$ cat src/sv/tsa_pkg.sv
// shared types, constants and sequence-compare helpers for the tcp segment analyzer
// no dependencies
`default_nettype none
package tsa_pkg;

  localparam int MAX_SACK_BLOCKS = 4;
  localparam int SACK_CNT_W = $clog2(MAX_SACK_BLOCKS + 1);
  localparam int SACK_IDX_W = (MAX_SACK_BLOCKS > 1) ? $clog2(MAX_SACK_BLOCKS) : 1;

  localparam logic [23:0] REORDER_WIN_RST = 24'd30000;
  localparam logic [23:0] FAST_SLACK_RST  = 24'd20000;

  localparam logic [7:0] CFG_REORDER_WIN = 8'd0;
  localparam logic [7:0] CFG_FAST_SLACK  = 8'd1;

  localparam logic [14:0] F_LOST       = 15'h0002;
  localparam logic [14:0] F_ACK_LOST   = 15'h0004;
  localparam logic [14:0] F_KEEP_ALIVE = 15'h0008;
  localparam logic [14:0] F_DUP_ACK    = 15'h0010;
  localparam logic [14:0] F_ZERO_WIN   = 15'h0020;
  localparam logic [14:0] F_PROBE      = 15'h0040;
  localparam logic [14:0] F_PROBE_ACK  = 15'h0080;
  localparam logic [14:0] F_KA_ACK     = 15'h0100;
  localparam logic [14:0] F_WIN_UPDATE = 15'h0800;
  localparam logic [14:0] F_WIN_FULL   = 15'h1000;
  localparam logic [14:0] F_USED_MASK  = 15'h19FE;

  localparam logic [2:0] RC_NONE  = 3'd0;
  localparam logic [2:0] RC_ACKED = 3'd1;
  localparam logic [2:0] RC_FAST  = 3'd2;
  localparam logic [2:0] RC_OOO   = 3'd3;
  localparam logic [2:0] RC_PLAIN = 3'd4;

  localparam logic [7:0] SHIFT_UNKNOWN = 8'd255;
  localparam logic [7:0] SHIFT_MAX     = 8'd14;

  typedef struct packed {
    logic        func;
    logic        direction;
    logic [3:0]  tcp_flags;
    logic [31:0] seq_num;
    logic [31:0] ack_num;
    logic [15:0] window_raw;
    logic [7:0]  win_scale_opt;
    logic [15:0] payload_len;
    logic [47:0] time_us;
    logic [31:0] sack_left;
    logic [31:0] sack_right;
  } item_t;

  function automatic logic seq_lt(input logic [31:0] x, input logic [31:0] y);
    logic [31:0] d;
    d = x - y;
    return d[31];
  endfunction

  function automatic logic seq_gt(input logic [31:0] x, input logic [31:0] y);
    return seq_lt(y, x);
  endfunction

  function automatic logic seq_le(input logic [31:0] x, input logic [31:0] y);
    return (x == y) || seq_lt(x, y);
  endfunction

  function automatic logic seq_ge(input logic [31:0] x, input logic [31:0] y);
    return (x == y) || seq_lt(y, x);
  endfunction

endpackage
`default_nettype wire

$ cat src/sv/tsa_front.sv
// front end: accepts header and sack transactions into a two-entry queue
// depends on tsa_pkg
`default_nettype none
module tsa_front (
  input  wire               clk,
  input  wire               rst_n,
  input  wire               in_valid,
  output logic              in_stall,
  input  wire tsa_pkg::item_t in_item,
  output logic              q_valid,
  output tsa_pkg::item_t    q_item,
  input  wire               q_pop
);
  import tsa_pkg::*;

  item_t       slot_r [2];
  logic        wr_ptr_r, wr_ptr_nxt;
  logic        rd_ptr_r, rd_ptr_nxt;
  logic [1:0]  cnt_r, cnt_nxt;
  logic        push, pop;

  assign in_stall = (cnt_r == 2'd2);
  assign push     = in_valid && !in_stall;
  assign q_valid  = (cnt_r != 2'd0);
  assign pop      = q_pop && q_valid;
  assign q_item   = slot_r[rd_ptr_r];

  always_comb begin
    wr_ptr_nxt = push ? ~wr_ptr_r : wr_ptr_r;
    rd_ptr_nxt = pop ? ~rd_ptr_r : rd_ptr_r;
    cnt_nxt    = cnt_r + {1'b0, push} - {1'b0, pop};
  end

  always_ff @(posedge clk) begin
    if (!rst_n) begin
      wr_ptr_r <= 1'b0;
      rd_ptr_r <= 1'b0;
      cnt_r    <= 2'd0;
    end else begin
      wr_ptr_r <= wr_ptr_nxt;
      rd_ptr_r <= rd_ptr_nxt;
      cnt_r    <= cnt_nxt;
    end
  end

  always_ff @(posedge clk) begin
    if (push) begin
      slot_r[wr_ptr_r] <= in_item;
    end
  end

`ifndef SYNTHESIS
  a_cnt_range: assert property (@(posedge clk) disable iff (!rst_n) cnt_r <= 2'd2)
    else $error("queue count out of range");
  a_ptr_track: assert property (@(posedge clk) disable iff (!rst_n)
    (cnt_r == 2'd0 || cnt_r == 2'd2) |-> (wr_ptr_r == rd_ptr_r))
    else $error("queue pointers disagree with count");
  a_full_no_push: assert property (@(posedge clk) disable iff (!rst_n)
    (cnt_r == 2'd2 && !pop) |=> (cnt_r == 2'd2))
    else $error("full queue changed without pop");
`endif

endmodule
`default_nettype wire

$ cat src/sv/tsa_back.sv
// back end: per-direction sequence state, analysis flags and retransmission class
// depends on tsa_pkg
`default_nettype none
module tsa_back (
  input  wire               clk,
  input  wire               rst_n,
  input  wire               q_valid,
  input  wire tsa_pkg::item_t q_item,
  output logic              q_pop,
  input  wire               cfg_we,
  input  wire  [7:0]        cfg_index,
  input  wire  [23:0]       cfg_data,
  output logic              out_valid,
  input  wire               out_stall,
  output logic [14:0]       out_analysis_flags,
  output logic [2:0]        out_retrans_class,
  output logic              out_rtt_valid,
  output logic [47:0]       out_first_rtt_us
);
  import tsa_pkg::*;

  logic [23:0] reorder_win_r, fast_slack_r;

  logic [31:0] next_seq_r [2], next_seq_nxt [2];
  logic [47:0] next_time_r [2], next_time_nxt [2];
  logic [31:0] max_ack_r [2], max_ack_nxt [2];
  logic [29:0] swin_r [2], swin_nxt [2];
  logic [31:0] last_ack_r [2], last_ack_nxt [2];
  logic [47:0] ack_time_r [2], ack_time_nxt [2];
  logic [7:0]  wshift_r [2], wshift_nxt [2];
  logic [14:0] lflags_r [2], lflags_nxt [2];
  logic [15:0] dup_r [2], dup_nxt [2];
  logic [SACK_CNT_W-1:0] scnt_r [2], scnt_nxt [2];
  logic [31:0] sl_r [2][MAX_SACK_BLOCKS];
  logic [31:0] sr_r [2][MAX_SACK_BLOCKS];
  logic [31:0] pl_r [MAX_SACK_BLOCKS];
  logic [31:0] pr_r [MAX_SACK_BLOCKS];
  logic [SACK_CNT_W-1:0] pcnt_r, pcnt_nxt;
  logic [47:0] syn_time_r, syn_time_nxt;
  logic [47:0] rtt_r, rtt_nxt;

  logic        out_valid_r;
  logic [14:0] o_flags_r;
  logic [2:0]  o_cls_r;
  logic        o_rttv_r;
  logic [47:0] o_rtt_r;

  logic        fire, seg, sack_wr;
  logic        f, r;
  logic        syn, ackf, fin, rst, sfr, sf;
  logic [31:0] seq, ack, len32, inc32, seg_end, nseq, seq_len;
  logic [15:0] len;
  logic [47:0] now;
  logic [29:0] win;
  logic [7:0]  sh_f;
  logic [3:0]  sh_amt;
  logic [14:0] flags;
  logic [2:0]  cls;
  logic        rttv, probe, acked, retx;
  logic [47:0] rtt_cur, thres, t1, t2;
  logic [48:0] lim;
  logic        t1_ok, t2_ok;

  assign fire    = q_valid && (!out_valid_r || !out_stall);
  assign q_pop   = fire;
  assign seg     = fire && q_item.func;
  assign sack_wr = fire && !q_item.func && (pcnt_r < SACK_CNT_W'(MAX_SACK_BLOCKS));

  always_comb begin
    f       = q_item.direction;
    r       = ~f;
    syn     = q_item.tcp_flags[0];
    ackf    = q_item.tcp_flags[1];
    fin     = q_item.tcp_flags[2];
    rst     = q_item.tcp_flags[3];
    sfr     = syn || fin || rst;
    sf      = syn || fin;
    seq     = q_item.seq_num;
    ack     = q_item.ack_num;
    len     = q_item.payload_len;
    len32   = {16'd0, len};
    inc32   = len32 + {31'd0, sf};
    seg_end = seq + inc32;
    nseq    = seg_end;
    seq_len = seq + len32;
    now     = q_item.time_us;

    for (int d = 0; d < 2; d++) begin
      next_seq_nxt[d]  = next_seq_r[d];
      next_time_nxt[d] = next_time_r[d];
      max_ack_nxt[d]   = max_ack_r[d];
      swin_nxt[d]      = swin_r[d];
      last_ack_nxt[d]  = last_ack_r[d];
      ack_time_nxt[d]  = ack_time_r[d];
      wshift_nxt[d]    = wshift_r[d];
      lflags_nxt[d]    = lflags_r[d];
      dup_nxt[d]       = dup_r[d];
      scnt_nxt[d]      = scnt_r[d];
    end
    syn_time_nxt = syn_time_r;
    rtt_nxt      = rtt_r;
    pcnt_nxt     = pcnt_r + SACK_CNT_W'(sack_wr);

    // window scaling from the shift state before this segment
    sh_f   = wshift_r[f];
    sh_amt = (sh_f > SHIFT_MAX) ? 4'd14 : sh_f[3:0];
    win    = {14'd0, q_item.window_raw};
    if (!syn && wshift_r[f] != SHIFT_UNKNOWN && wshift_r[r] != SHIFT_UNKNOWN) begin
      win = win << sh_amt;
    end
    if (syn) begin
      if (!ackf) begin
        wshift_nxt[f] = q_item.win_scale_opt;
        syn_time_nxt  = now;
      end else if (q_item.win_scale_opt == SHIFT_UNKNOWN || wshift_r[r] == SHIFT_UNKNOWN) begin
        wshift_nxt[f] = 8'd0;
        wshift_nxt[r] = 8'd0;
      end else begin
        wshift_nxt[f] = q_item.win_scale_opt;
      end
    end

    rttv    = !syn && ackf && syn_time_r != 48'd0 && rtt_r == 48'd0;
    rtt_cur = rttv ? (now - syn_time_r) : rtt_r;
    rtt_nxt = rtt_cur;

    flags = 15'd0;
    probe = (len == 16'd1) && (seq == next_seq_r[f]) && (swin_r[r] == 30'd0);
    if (probe) begin
      flags = flags | F_PROBE;
    end else begin
      if (win == 30'd0 && !sfr) flags = flags | F_ZERO_WIN;
      if (next_seq_r[f] != 32'd0 && seq_gt(seq, next_seq_r[f]) && !rst)
        flags = flags | F_LOST;
      if (len <= 16'd1 && seq == next_seq_r[f] - 32'd1 && !sfr)
        flags = flags | F_KEEP_ALIVE;
      if (len == 16'd0 && win != 30'd0 && win != swin_r[f] && seq == next_seq_r[f] &&
          ack == last_ack_r[f] && !sfr)
        flags = flags | F_WIN_UPDATE;
      if (len != 16'd0 && wshift_r[r] != SHIFT_UNKNOWN &&
          seq_len == last_ack_r[r] + {2'd0, swin_r[r]} && !sfr)
        flags = flags | F_WIN_FULL;
      if (len == 16'd0 && win == swin_r[f] && next_seq_r[f] != 32'd0 &&
          ack == last_ack_r[f] && (lflags_r[r] & F_KEEP_ALIVE) != 15'd0 && !sfr) begin
        flags = flags | F_KA_ACK;
      end else if (len == 16'd0 && win == 30'd0 && swin_r[f] == 30'd0 &&
                   seq == next_seq_r[f] && ack == last_ack_r[f] &&
                   (lflags_r[r] & F_PROBE) != 15'd0 && !sfr) begin
        flags = flags | F_PROBE_ACK;
      end else if (len == 16'd0 && win != 30'd0 && win == swin_r[f] &&
                   seq == next_seq_r[f] && ack == last_ack_r[f] && !sfr) begin
        flags = flags | F_DUP_ACK;
        if (dup_r[f] != 16'hFFFF) dup_nxt[f] = dup_r[f] + 16'd1;
      end
    end
    if ((flags & F_DUP_ACK) == 15'd0) dup_nxt[f] = 16'd0;

    if (max_ack_r[r] != 32'd0 && seq_gt(ack, max_ack_r[r]) && ackf) begin
      flags          = flags | F_ACK_LOST;
      max_ack_nxt[r] = next_seq_r[r];
    end

    // acked by cumulative ack or by one of the sack blocks of the other side
    acked = seq_le(seg_end, last_ack_r[r]);
    for (int i = 0; i < MAX_SACK_BLOCKS; i++) begin
      if (SACK_CNT_W'(i) < scnt_r[r] && seq_ge(seq, sl_r[r][i]) &&
          seq_le(seg_end, sr_r[r][i]))
        acked = 1'b1;
    end
    thres = (rtt_cur == 48'd0) ? {24'd0, reorder_win_r} : rtt_cur;
    t1    = now - ack_time_r[r];
    t2    = now - next_time_r[f];
    lim   = f ? ({1'b0, rtt_cur} + {25'd0, fast_slack_r}) : {25'd0, fast_slack_r};
    t1_ok = (now >= ack_time_r[r]) && ({1'b0, t1} < lim);
    t2_ok = (now >= next_time_r[f]) && (t2 < thres);
    retx  = (len != 16'd0 || sf) && next_seq_r[f] != 32'd0 &&
            seq_lt(seq, next_seq_r[f]) && (flags & F_KEEP_ALIVE) == 15'd0;
    cls = RC_NONE;
    if (retx) begin
      if (acked) cls = RC_ACKED;
      else if (dup_r[r] >= 16'd2 && max_ack_r[f] != 32'd0 &&
               seq_lt(seq, max_ack_r[f]) && t1_ok) cls = RC_FAST;
      else if (t2_ok && next_seq_r[f] != seq_len) cls = RC_OOO;
      else cls = RC_PLAIN;
    end

    if ((seq_gt(nseq, next_seq_r[f]) || next_seq_r[f] == 32'd0) && !probe) begin
      next_seq_nxt[f]  = nseq;
      next_time_nxt[f] = now;
    end
    if ((seq == max_ack_r[f] || max_ack_r[f] == 32'd0) && !probe)
      max_ack_nxt[f] = next_seq_nxt[f];

    swin_nxt[f]     = win;
    last_ack_nxt[f] = ack;
    ack_time_nxt[f] = now;
    scnt_nxt[f]     = pcnt_r;
    lflags_nxt[f]   = flags;
    if (seg) pcnt_nxt = '0;
  end

  always_ff @(posedge clk) begin
    if (!rst_n) begin
      reorder_win_r <= REORDER_WIN_RST;
      fast_slack_r  <= FAST_SLACK_RST;
      for (int d = 0; d < 2; d++) begin
        next_seq_r[d]  <= '0;
        next_time_r[d] <= '0;
        max_ack_r[d]   <= '0;
        swin_r[d]      <= '0;
        last_ack_r[d]  <= '0;
        ack_time_r[d]  <= '0;
        wshift_r[d]    <= SHIFT_UNKNOWN;
        lflags_r[d]    <= '0;
        dup_r[d]       <= '0;
        scnt_r[d]      <= '0;
      end
      pcnt_r      <= '0;
      syn_time_r  <= '0;
      rtt_r       <= '0;
      out_valid_r <= 1'b0;
    end else begin
      if (cfg_we && cfg_index == CFG_REORDER_WIN) reorder_win_r <= cfg_data;
      if (cfg_we && cfg_index == CFG_FAST_SLACK) fast_slack_r <= cfg_data;
      if (seg) begin
        for (int d = 0; d < 2; d++) begin
          next_seq_r[d]  <= next_seq_nxt[d];
          next_time_r[d] <= next_time_nxt[d];
          max_ack_r[d]   <= max_ack_nxt[d];
          swin_r[d]      <= swin_nxt[d];
          last_ack_r[d]  <= last_ack_nxt[d];
          ack_time_r[d]  <= ack_time_nxt[d];
          wshift_r[d]    <= wshift_nxt[d];
          lflags_r[d]    <= lflags_nxt[d];
          dup_r[d]       <= dup_nxt[d];
          scnt_r[d]      <= scnt_nxt[d];
        end
        syn_time_r <= syn_time_nxt;
        rtt_r      <= rtt_nxt;
      end
      if (fire) pcnt_r <= pcnt_nxt;
      if (seg) out_valid_r <= 1'b1;
      else if (!out_stall) out_valid_r <= 1'b0;
    end
  end

  always_ff @(posedge clk) begin
    if (sack_wr) begin
      pl_r[pcnt_r[SACK_IDX_W-1:0]] <= q_item.sack_left;
      pr_r[pcnt_r[SACK_IDX_W-1:0]] <= q_item.sack_right;
    end
    if (seg) begin
      for (int i = 0; i < MAX_SACK_BLOCKS; i++) begin
        sl_r[f][i] <= pl_r[i];
        sr_r[f][i] <= pr_r[i];
      end
      o_flags_r <= flags;
      o_cls_r   <= cls;
      o_rttv_r  <= rttv;
      o_rtt_r   <= rtt_cur;
    end
  end

  assign out_valid          = out_valid_r;
  assign out_analysis_flags = o_flags_r;
  assign out_retrans_class  = o_cls_r;
  assign out_rtt_valid      = o_rttv_r;
  assign out_first_rtt_us   = o_rtt_r;

`ifndef SYNTHESIS
  a_cls_range: assert property (@(posedge clk) disable iff (!rst_n)
    out_valid_r |-> (o_cls_r <= RC_PLAIN))
    else $error("retransmission class out of range");
  a_flags_mask: assert property (@(posedge clk) disable iff (!rst_n)
    out_valid_r |-> ((o_flags_r & ~F_USED_MASK) == 15'd0))
    else $error("reserved analysis flag set");
  a_pend_range: assert property (@(posedge clk) disable iff (!rst_n)
    pcnt_r <= SACK_CNT_W'(MAX_SACK_BLOCKS))
    else $error("pending sack count overflow");
  a_seg_clears: assert property (@(posedge clk) disable iff (!rst_n)
    seg |=> (pcnt_r == '0))
    else $error("segment did not consume pending sack blocks");
`endif

endmodule
`default_nettype wire

$ cat src/sv/tcp_segment_analyzer_core.sv
// an accepted transaction is held in the queue register, then raises out_valid via the output register
// throughput: one transaction per cycle (sack or segment) while out_stall is low; a sack yields no result
// the back end updates all per-direction state at once, which sets the one-per-cycle rate
// reset (synchronous, rst_n low) empties the queue, clears sequence state, window shift unknown
// configuration writes are always accepted; registers reset to 30000 and 20000 us
// depends on tsa_pkg, tsa_front, tsa_back
`default_nettype none
module tcp_segment_analyzer_core (
  input  wire         clk,
  input  wire         rst_n,
  input  wire         in_valid,
  output logic        in_stall,
  input  wire         in_func,
  input  wire         in_direction,
  input  wire  [3:0]  in_tcp_flags,
  input  wire  [31:0] in_seq_num,
  input  wire  [31:0] in_ack_num,
  input  wire  [15:0] in_window_raw,
  input  wire  [7:0]  in_win_scale_opt,
  input  wire  [15:0] in_payload_len,
  input  wire  [47:0] in_time_us,
  input  wire  [31:0] in_sack_left,
  input  wire  [31:0] in_sack_right,
  output logic        out_valid,
  input  wire         out_stall,
  output logic [14:0] out_analysis_flags,
  output logic [2:0]  out_retrans_class,
  output logic        out_rtt_valid,
  output logic [47:0] out_first_rtt_us,
  input  wire         cfg_valid,
  output logic        cfg_ready,
  input  wire  [7:0]  cfg_index,
  input  wire  [23:0] cfg_data
);
  import tsa_pkg::*;

  item_t in_item, q_item;
  logic  q_valid, q_pop;

  always_comb begin
    in_item.func          = in_func;
    in_item.direction     = in_direction;
    in_item.tcp_flags     = in_tcp_flags;
    in_item.seq_num       = in_seq_num;
    in_item.ack_num       = in_ack_num;
    in_item.window_raw    = in_window_raw;
    in_item.win_scale_opt = in_win_scale_opt;
    in_item.payload_len   = in_payload_len;
    in_item.time_us       = in_time_us;
    in_item.sack_left     = in_sack_left;
    in_item.sack_right    = in_sack_right;
  end

  assign cfg_ready = 1'b1;

  tsa_front u_front (
    .clk      (clk),
    .rst_n    (rst_n),
    .in_valid (in_valid),
    .in_stall (in_stall),
    .in_item  (in_item),
    .q_valid  (q_valid),
    .q_item   (q_item),
    .q_pop    (q_pop)
  );

  tsa_back u_back (
    .clk                (clk),
    .rst_n              (rst_n),
    .q_valid            (q_valid),
    .q_item             (q_item),
    .q_pop              (q_pop),
    .cfg_we             (cfg_valid && cfg_ready),
    .cfg_index          (cfg_index),
    .cfg_data           (cfg_data),
    .out_valid          (out_valid),
    .out_stall          (out_stall),
    .out_analysis_flags (out_analysis_flags),
    .out_retrans_class  (out_retrans_class),
    .out_rtt_valid      (out_rtt_valid),
    .out_first_rtt_us   (out_first_rtt_us)
  );

endmodule
`default_nettype wire
$ cat config.mk
export PLATFORM = sky130hd
export DESIGN_NAME = tcp_segment_analyzer_core
export DESIGN_NICKNAME = d
export VERILOG_FILES = /design/src/sv/tsa_pkg.sv /design/src/sv/tsa_front.sv /design/src/sv/tsa_back.sv /design/src/sv/tcp_segment_analyzer_core.sv
export SDC_FILE = /design/constraint.sdc
export NUM_CORES = 2
export LEC_CHECK = 0
export BUFFER_PORTS_ARGS = -buffer_cell sky130_fd_sc_hd__buf_2
export CORE_MARGIN = 4
export CORE_UTILIZATION = 44
export CTS_CLUSTER_DIAMETER = 100
export DETAILED_ROUTE_END_ITERATION = 7
export PLACE_DENSITY = 0.58
export SKIP_LAST_GASP = 1
export SLEW_MARGIN = 20
export SYNTH_ARGS = -nofsm -noshare
export SYNTH_HDL_FRONTEND = slang
export SYNTH_SLANG_ARGS = --single-unit
$ cat constraint.sdc
create_clock -name clk -period 17.65 [get_ports clk]
set_input_delay 1.765 -clock clk [delete_from_list [all_inputs] [get_ports clk]]
set_output_delay 1.765 -clock clk [all_outputs]
set_load 0.02 [all_outputs]
Word level (Yosys, flattened, before mapping)
Memories as Yosys holds them, arrays and structs flattened. A register that Yosys moved wholly into a read port is not among the register bits.
Cells that the tools add are included.
{"block": "word_totals", "mem_bits_rw": 1740, "in_bits": 259, "ff_bits": 219, "output_inout_bits": 70, "latch_bits": 0, "memories": 15, "rom_bits": 0, "word_cells": 345}
{"memory": "u_front.slot_r", "depth": 2, "width": 222, "read_ports": 1, "rd_clocked_by_memory_dff": 1, "write_ports": 1, "line_no": "tsa_front.sv:16", "rtl": "item_t slot_r [2];"}
{"memory": "u_back.sl_r", "depth": 2, "width": 128, "read_ports": 1, "rd_clocked_by_memory_dff": 0, "write_ports": 1, "line_no": "tsa_back.sv:34", "rtl": "logic [31:0] sl_r [2][MAX_SACK_BLOCKS];"}
{"memory": "u_back.sr_r", "depth": 2, "width": 128, "read_ports": 1, "rd_clocked_by_memory_dff": 0, "write_ports": 1, "line_no": "tsa_back.sv:35", "rtl": "logic [31:0] sr_r [2][MAX_SACK_BLOCKS];"}
{"memory": "u_back.pl_r", "depth": 4, "width": 32, "read_ports": 4, "rd_clocked_by_memory_dff": 0, "write_ports": 1, "line_no": "tsa_back.sv:36", "rtl": "logic [31:0] pl_r [MAX_SACK_BLOCKS];"}
{"memory": "u_back.pr_r", "depth": 4, "width": 32, "read_ports": 4, "rd_clocked_by_memory_dff": 0, "write_ports": 1, "line_no": "tsa_back.sv:37", "rtl": "logic [31:0] pr_r [MAX_SACK_BLOCKS];"}
{"memory": "u_back.ack_time_r", "depth": 2, "width": 48, "read_ports": 3, "rd_clocked_by_memory_dff": 0, "write_ports": 2, "line_no": "tsa_back.sv:29", "rtl": "logic [47:0] ack_time_r [2], ack_time_nxt [2];"}
{"memory": "9 more memories"}
{"block": "classes", "muxes": 101, "order_cmp": 16, "n_shift": 1, "bitwise_logic": 33, "eq_ne": 26, "reduce_logical": 111, "multipliers": 0, "add_sub_neg": 27, "div": 0}
{"cell": "2-to-1 mux 32 bit", "n": 17}
{"cell": "equality test 32 bit", "n": 14}
{"cell": "subtractor 32 bit", "n": 14}
{"cell": "2-to-1 mux 48 bit", "n": 7}
{"cell": "bitwise mux 64 bit", "n": 4}
{"cell": "bitwise mux 96 bit", "n": 2}
{"cell": "2-to-1 mux 64 bit", "n": 3}
{"cell": "subtractor 48 bit", "n": 3}
{"cell": "2-to-1 mux 30 bit", "n": 4}
{"cell": ">= comparator 48 bit", "n": 2}
{"cell": "zero test 48 bit", "n": 2}
{"cell": "2-to-1 mux 16 bit", "n": 6}
{"cell": "2-to-1 mux 96 bit", "n": 1}
{"cell": "nonzero test 32 bit", "n": 3}
{"cell": "zero test 30 bit", "n": 3}
{"cell": "logical AND 1 bit", "n": 66}
{"cell": "demux 32 bit (select 1 bit)", "n": 2}
{"cell": "zero test 32 bit", "n": 2}
{"cell": "bitwise mux 60 bit", "n": 1}
{"cell": "adder 48 x 24 -> 49 bit", "n": 1}
{"cell": "< comparator 48 x 49 -> 1 bit", "n": 1}
{"cell": "2-to-1 mux 49 bit", "n": 1}
{"cell": "demux 48 bit (select 1 bit)", "n": 1}
{"cell": "< comparator 48 bit", "n": 1}
{"cell": "other kinds (67)", "n": 154}

Depth between registers and ports, before layout
An unclocked memory read counts as a cell.
{"block": "depth", "ltp_word": 21, "depth_mapped": 53, "ltp_nobuf": 39}

By module
Synthesis repeated with hierarchy kept, for this count alone.
{"block": "unflattened", "cells_unflattened": 9259, "area_unflattened_um2": 107404.3}
{"module": "tsa_back", "area_each_um2": 90345.4, "instances": 1, "cells_per_inst": 8539, "seq_area_each_um2": 42961.2}
{"module": "tsa_front", "area_each_um2": 17047.6, "instances": 1, "cells_per_inst": 718, "seq_area_each_um2": 13432.9}
{"module": "tcp_segment_analyzer_core", "area_each_um2": 11.3, "instances": 1, "cells_per_inst": 2, "seq_area_each_um2": 0.0}

Worst setup path after synthesis
Ideal clock, no wire load.
{"block": "synth_path", "path_type": "reg2reg", "start": "register with a tool-made name", "end": "memory u_back.sl_r[0][0] (netlist name), enable pin", "n_path_buf": 17, "stages_incl_launch_ff": 20, "arrival_ps": 14347, "setup_time_ps": 879, "t_required_ps": 16771, "period_less_slack_ps": 15226, "path_slack_ps": 2424, "cell_sequence": "dfxtp_1 -> buf_6 -> mux2_4 -> buf_6 -> buf_6 -> buf_6 -> buf_4 -> buf_4 -> buf_4 -> buf_6 -> buf_2 -> clkbuf_1 -> clkbuf_1 -> buf_2 -> buf_1 -> buf_2 -> clkbuf_1 -> buf_2 -> clkbuf_1 -> nor2_1"}
{"element": "to (decl)", "line_no": "tsa_back.sv:34"}

==> flow_summary.rst <==
.. list-table::
   :header-rows: 1

   * - Metric
     - Value
   * - Filler cells
     - 21850
   * - Post-cts hold buffer count
     - 0
   * - Post-Synthesis Cells
     - 9737
   * - Core Box Area
     - 243700 sq um
   * - First-pass GRT wire length
     - 522100 um
   * - Share of post-route cells with drive strength above 1
     - 10.15%
   * - Wire length on met2
     - 167700 um
   * - Portion of total power attributed to the clock network
     - 19.2%
   * - Worst max-slew margin expressed relative to the limit
     - 15.53%
   * - Number of CTS-inserted buffers
     - 211
   * - Antenna violation net count after detailed routing
     - 0
   * - Signal arrival time at the worst endpoint
     - 11.76 ns
   * - Worst-case clock buffer depth
     - 3
   * - Critical Path RT
     - 18.11 ns
   * - Met3 wire length
     - 22400 um
   * - Resize count post-CTS
     - 0
   * - Total overflow reported by the global router
     - 0
   * - Number of unique standard cell types used by synthesis
     - 94
   * - Minimum period implied by the final worst setup slack
     - 11.29 ns
   * - Register area share after synthesis
     - 52.24%
   * - CTS clk-pin slew, worst paths
     - 0.06 ns
   * - Initial antenna violation count
     - 23
   * - PwrDens
     - 189.3 nW/um^2
   * - Footprint of the flip-flops and latches
     - 56400 sq um
   * - Maximum number of pins on one net before global-route repair
     - 146
   * - Longest individual stage delay on the worst path
     - 1.02 ns
   * - Max-cap viol count
     - 0
   * - Class of the most critical hold timing path
     - reg -> reg
   * - Accumulated negative setup slack
     - 0 ns
   * - Initial Util
     - 44.30%
   * - Share of Yosys cell area claimed by the top area cell type
     - 49.40%
   * - Top layer used by detailed routing
     - met5
   * - Type of destination of the critical path
     - flip-flop
   * - GPL Wtd Cong
     - 0.9873
   * - Die extent in y
     - 503.3 um
   * - Leakage power
     - 0.04747 uW
   * - Sw frac
     - 44.40%
   * - DRC viols
     - 0
   * - VDD IR max
     - 0.0001238 V
   * - Asr flop ratio synth
     - 0%
   * - Combined global-route utilization of all metal layers
     - 27.72%
   * - Hold Fails Final Rpt
     - 0
   * - Site Rows
     - 181
   * - Worst hold path depth
     - 0
   * - Final slew viol count
     - 0
   * - Switching pwr
     - 10140 uW
   * - Number of H-tree branching levels
     - 4
   * - Synth Area per Inst
     - 11.09 sq um
   * - Seq pwr share
     - 28.7%
   * - Prevailing post-synth register cell
     - sky130_fd_sc_hd__edfxtp_1
   * - Critical-path cell with the highest stage delay
     - sky130_fd_sc_hd__dfxtp_4
   * - Depth of the most critical reg-to-reg path
     - 34
   * - Post-synth top area cell
     - sky130_fd_sc_hd__edfxtp_1
   * - Timing-limited maximum frequency
     - 88.54 MHz
   * - Setup repair after global routing missed its margin
     - no
   * - Number of enable-type register cells in the synthesized netlist
     - 1776
   * - Via density per instance
     - 5.965
   * - Insertion delay to the later sink of the worst-skew pair
     - 0.90 ns
   * - Combinational cell fraction of total power
     - 52.0%
   * - Pre-antenna DRT Iters
     - 8
   * - Main area contributors after synthesis
     - sky130_fd_sc_hd__edfxtp_1 (49%), sky130_fd_sc_hd__ha_1 (8.9%), sky130_fd_sc_hd__mux2i_1 (4.6%), sky130_fd_sc_hd__nand2_1 (4.5%), sky130_fd_sc_hd__a21oi_1 (3.2%)
   * - Via count of the first global-routing pass
     - 77880
   * - Number of DRC markers in iteration 0
     - 7298
   * - Syn Std Cell Area
     - 108000 sq um
   * - Worst-Margin Slew
     - 1.262 ns
   * - Port-buffer cells
     - 322
   * - Number of buffers inserted by post-CTS setup repair
     - 0
   * - Final Worst Setup Slack
     - 6.355 ns
   * - Nets@finish
     - 11080
   * - Total via count in the routed design
     - 80150
   * - Post-Route WL
     - 360800 um
   * - Final critical-path share of the clock period
     - 63.99%
   * - Critical path peak fanout
     - 50
   * - Count of clock tree sinks
     - 1929
   * - Horizontal extent of the die
     - 503.3 um
   * - Top-level I/O count
     - 329
   * - Number of setup violations in the final report
     - 0
   * - Layout area overhead
     - 11.71%
   * - Clock Tree Root
     - sky130_fd_sc_hd__clkbuf_16
   * - Total die area
     - 253400 sq um
   * - Most frequent cells in the layout
     - sky130_fd_sc_hd__edfxtp_1 (1776), sky130_fd_sc_hd__nand2_1 (1286), sky130_fd_sc_hd__ha_1 (765)
   * - Worst setup SP type
     - flip-flop
   * - Length of routed wiring on met1
     - 153900 um
   * - Yosys warning count
     - 0
   * - Outcome
     - finished, final reports clean
   * - Internal power
     - 12690 uW
   * - Worst clock skew on the final layout
     - 0.06872 ns
   * - Clock tree from TritonCTS
     - built
   * - Most common cell after layout, fill and taps aside
     - sky130_fd_sc_hd__edfxtp_1
   * - Placement Setup Slack
     - 6.513 ns
   * - HPWL reported at the end of detailed placement
     - 270700 um
   * - WL/cell
     - 26.85 um
   * - Area occupied by multi-input gates
     - 48740 sq um
   * - Classification of the worst setup path
     - reg -> reg
   * - Post-synthesis register bit count
     - 1929
kinds of logic after synthesis:
group                    Yosys count  share of synthesized area [%]
AO/OA/AOI/OAI                   2284                          13.91
XOR/XNOR                         414                          3.359
adder cells (fa/ha/maj)          772                          8.996
buffers and inverters            794                          2.914
flip-flops                      1929                          52.24
multiplexers                     630                          6.060
other                              2                       0.006956
AND/OR/NAND/NOR                 2912                          12.52
final timing paths:
kind | start | endpoint | slack, ns
setup / recovery | flip-flop | u_back.next_time_r[1][0] | 6.36
hold / removal | u_back.pr_r[1][18] | u_back.sr_r[0][82] | 0.43
setup reg to reg | flip-flop | u_back.next_time_r[1][0] | 6.36
hold reg to reg | u_back.pr_r[1][18] | u_back.sr_r[0][82] | 0.43
power by group through the flow:
stage,combinational [uW],clock [uW],sequential (uW)
2_1_floorplan,7580,0,6750
3_3_place_gp,11600,0,6610
3_5_place_dp,11700,0,6640
4_1_cts,11800,4490,6550
5_1_grt,12900,4680,6630
6_report,11900,4390,6560
state kept, by name (all words and copies together), names as in the netlist, 4 cells and up, named ones only:
signal / count
u_back.last_ack_r: 64
u_back.syn_time_r: 48
u_back.pr_r: 128
u_back.pl_r: 128
u_back.rtt_r: 48
u_back.swin_r: 60
u_back.lflags_r: 4
u_back.max_ack_r: 64
u_back.next_seq_r: 64
u_back.out_first_rtt_us: 48
u_back.reorder_win_r: 24
u_front.slot_r: 444
u_back.dup_r: 32
u_back.scnt_r: 6
u_back.out_analysis_flags: 10
u_back.sl_r: 256
u_back.next_time_r: 96
u_back.fast_slack_r: 24
u_back.sr_r: 256
u_back.wshift_r: 16
u_back.ack_time_r: 96
cell usage after synthesis (all sizes together), types with 48 or more instances:
| cell type | count |
|---|---|
| a21o | 263 |
| nand2 | 1289 |
| buf | 128 |
| clkbuf | 288 |
| mux2i | 501 |
| and2 | 60 |
| nand3 | 233 |
| o221ai | 53 |
| o211ai | 48 |
| xnor2 | 320 |
| nor2b | 109 |
| and3 | 61 |
| o21ai | 357 |
| inv | 375 |
| o211a | 57 |
| ha | 765 |
| dfxtp | 153 |
| xor2 | 94 |
| edfxtp | 1776 |
| nor3 | 146 |
| o21a | 271 |
| a21boi | 61 |
| a211oi | 98 |
| mux2 | 128 |
| a21oi | 685 |
| nor4 | 116 |
| nand2b | 66 |
| nor2 | 489 |
| nand4 | 186 |
| a31oi | 66 |
final cells by class:
class | count | area share (%)
sequential | 1929 | 46.77
timing repair buffer | 512 | 2.586
multi-input combinational | 7018 | 40.41
clock buffer | 269 | 4.633
inverter | 378 | 1.179
antenna | 8 | 0.01660
clock inverter | 122 | 1.085
tap | 3202 | 3.322
per-stage QoR:
stage	cell area (sq um)	instances	hold WS, ns	utilization, %	power (uW)
finish	120600	13440	0.4263	49.49	22830
global route	120600	13430	0.4332	49.49	24220
CTS	120500	13430	0.4216	49.47	22810
detailed placement	113700	13040	0.4290	46.64	18350
global placement	113600	13040	0.4221	46.63	18190
floorplan	108000	9741	0.4215	-	14330
per-layer routing:
metal / vias up / GRT usage [%]
li1: 37110 / -
met1: 39710 / 37.27
met2: 2764 / 45.27
met3: 563 / 3.770
met4: 6 / 11.35
met5: - / 0
worst max-delay path: cells and delay by family (launching register included):
family | cells | cell delay [ns]
xor+xnor | 4 | 1.33
fa+ha+maj | 4 | 1.18
simple gates | 11 | 2.45
compound gates | 9 | 2.46
flops | 1 | 1.02
buf+inv | 6 | 2.33
Note: power is estimated with default switching activity, not from simulation.
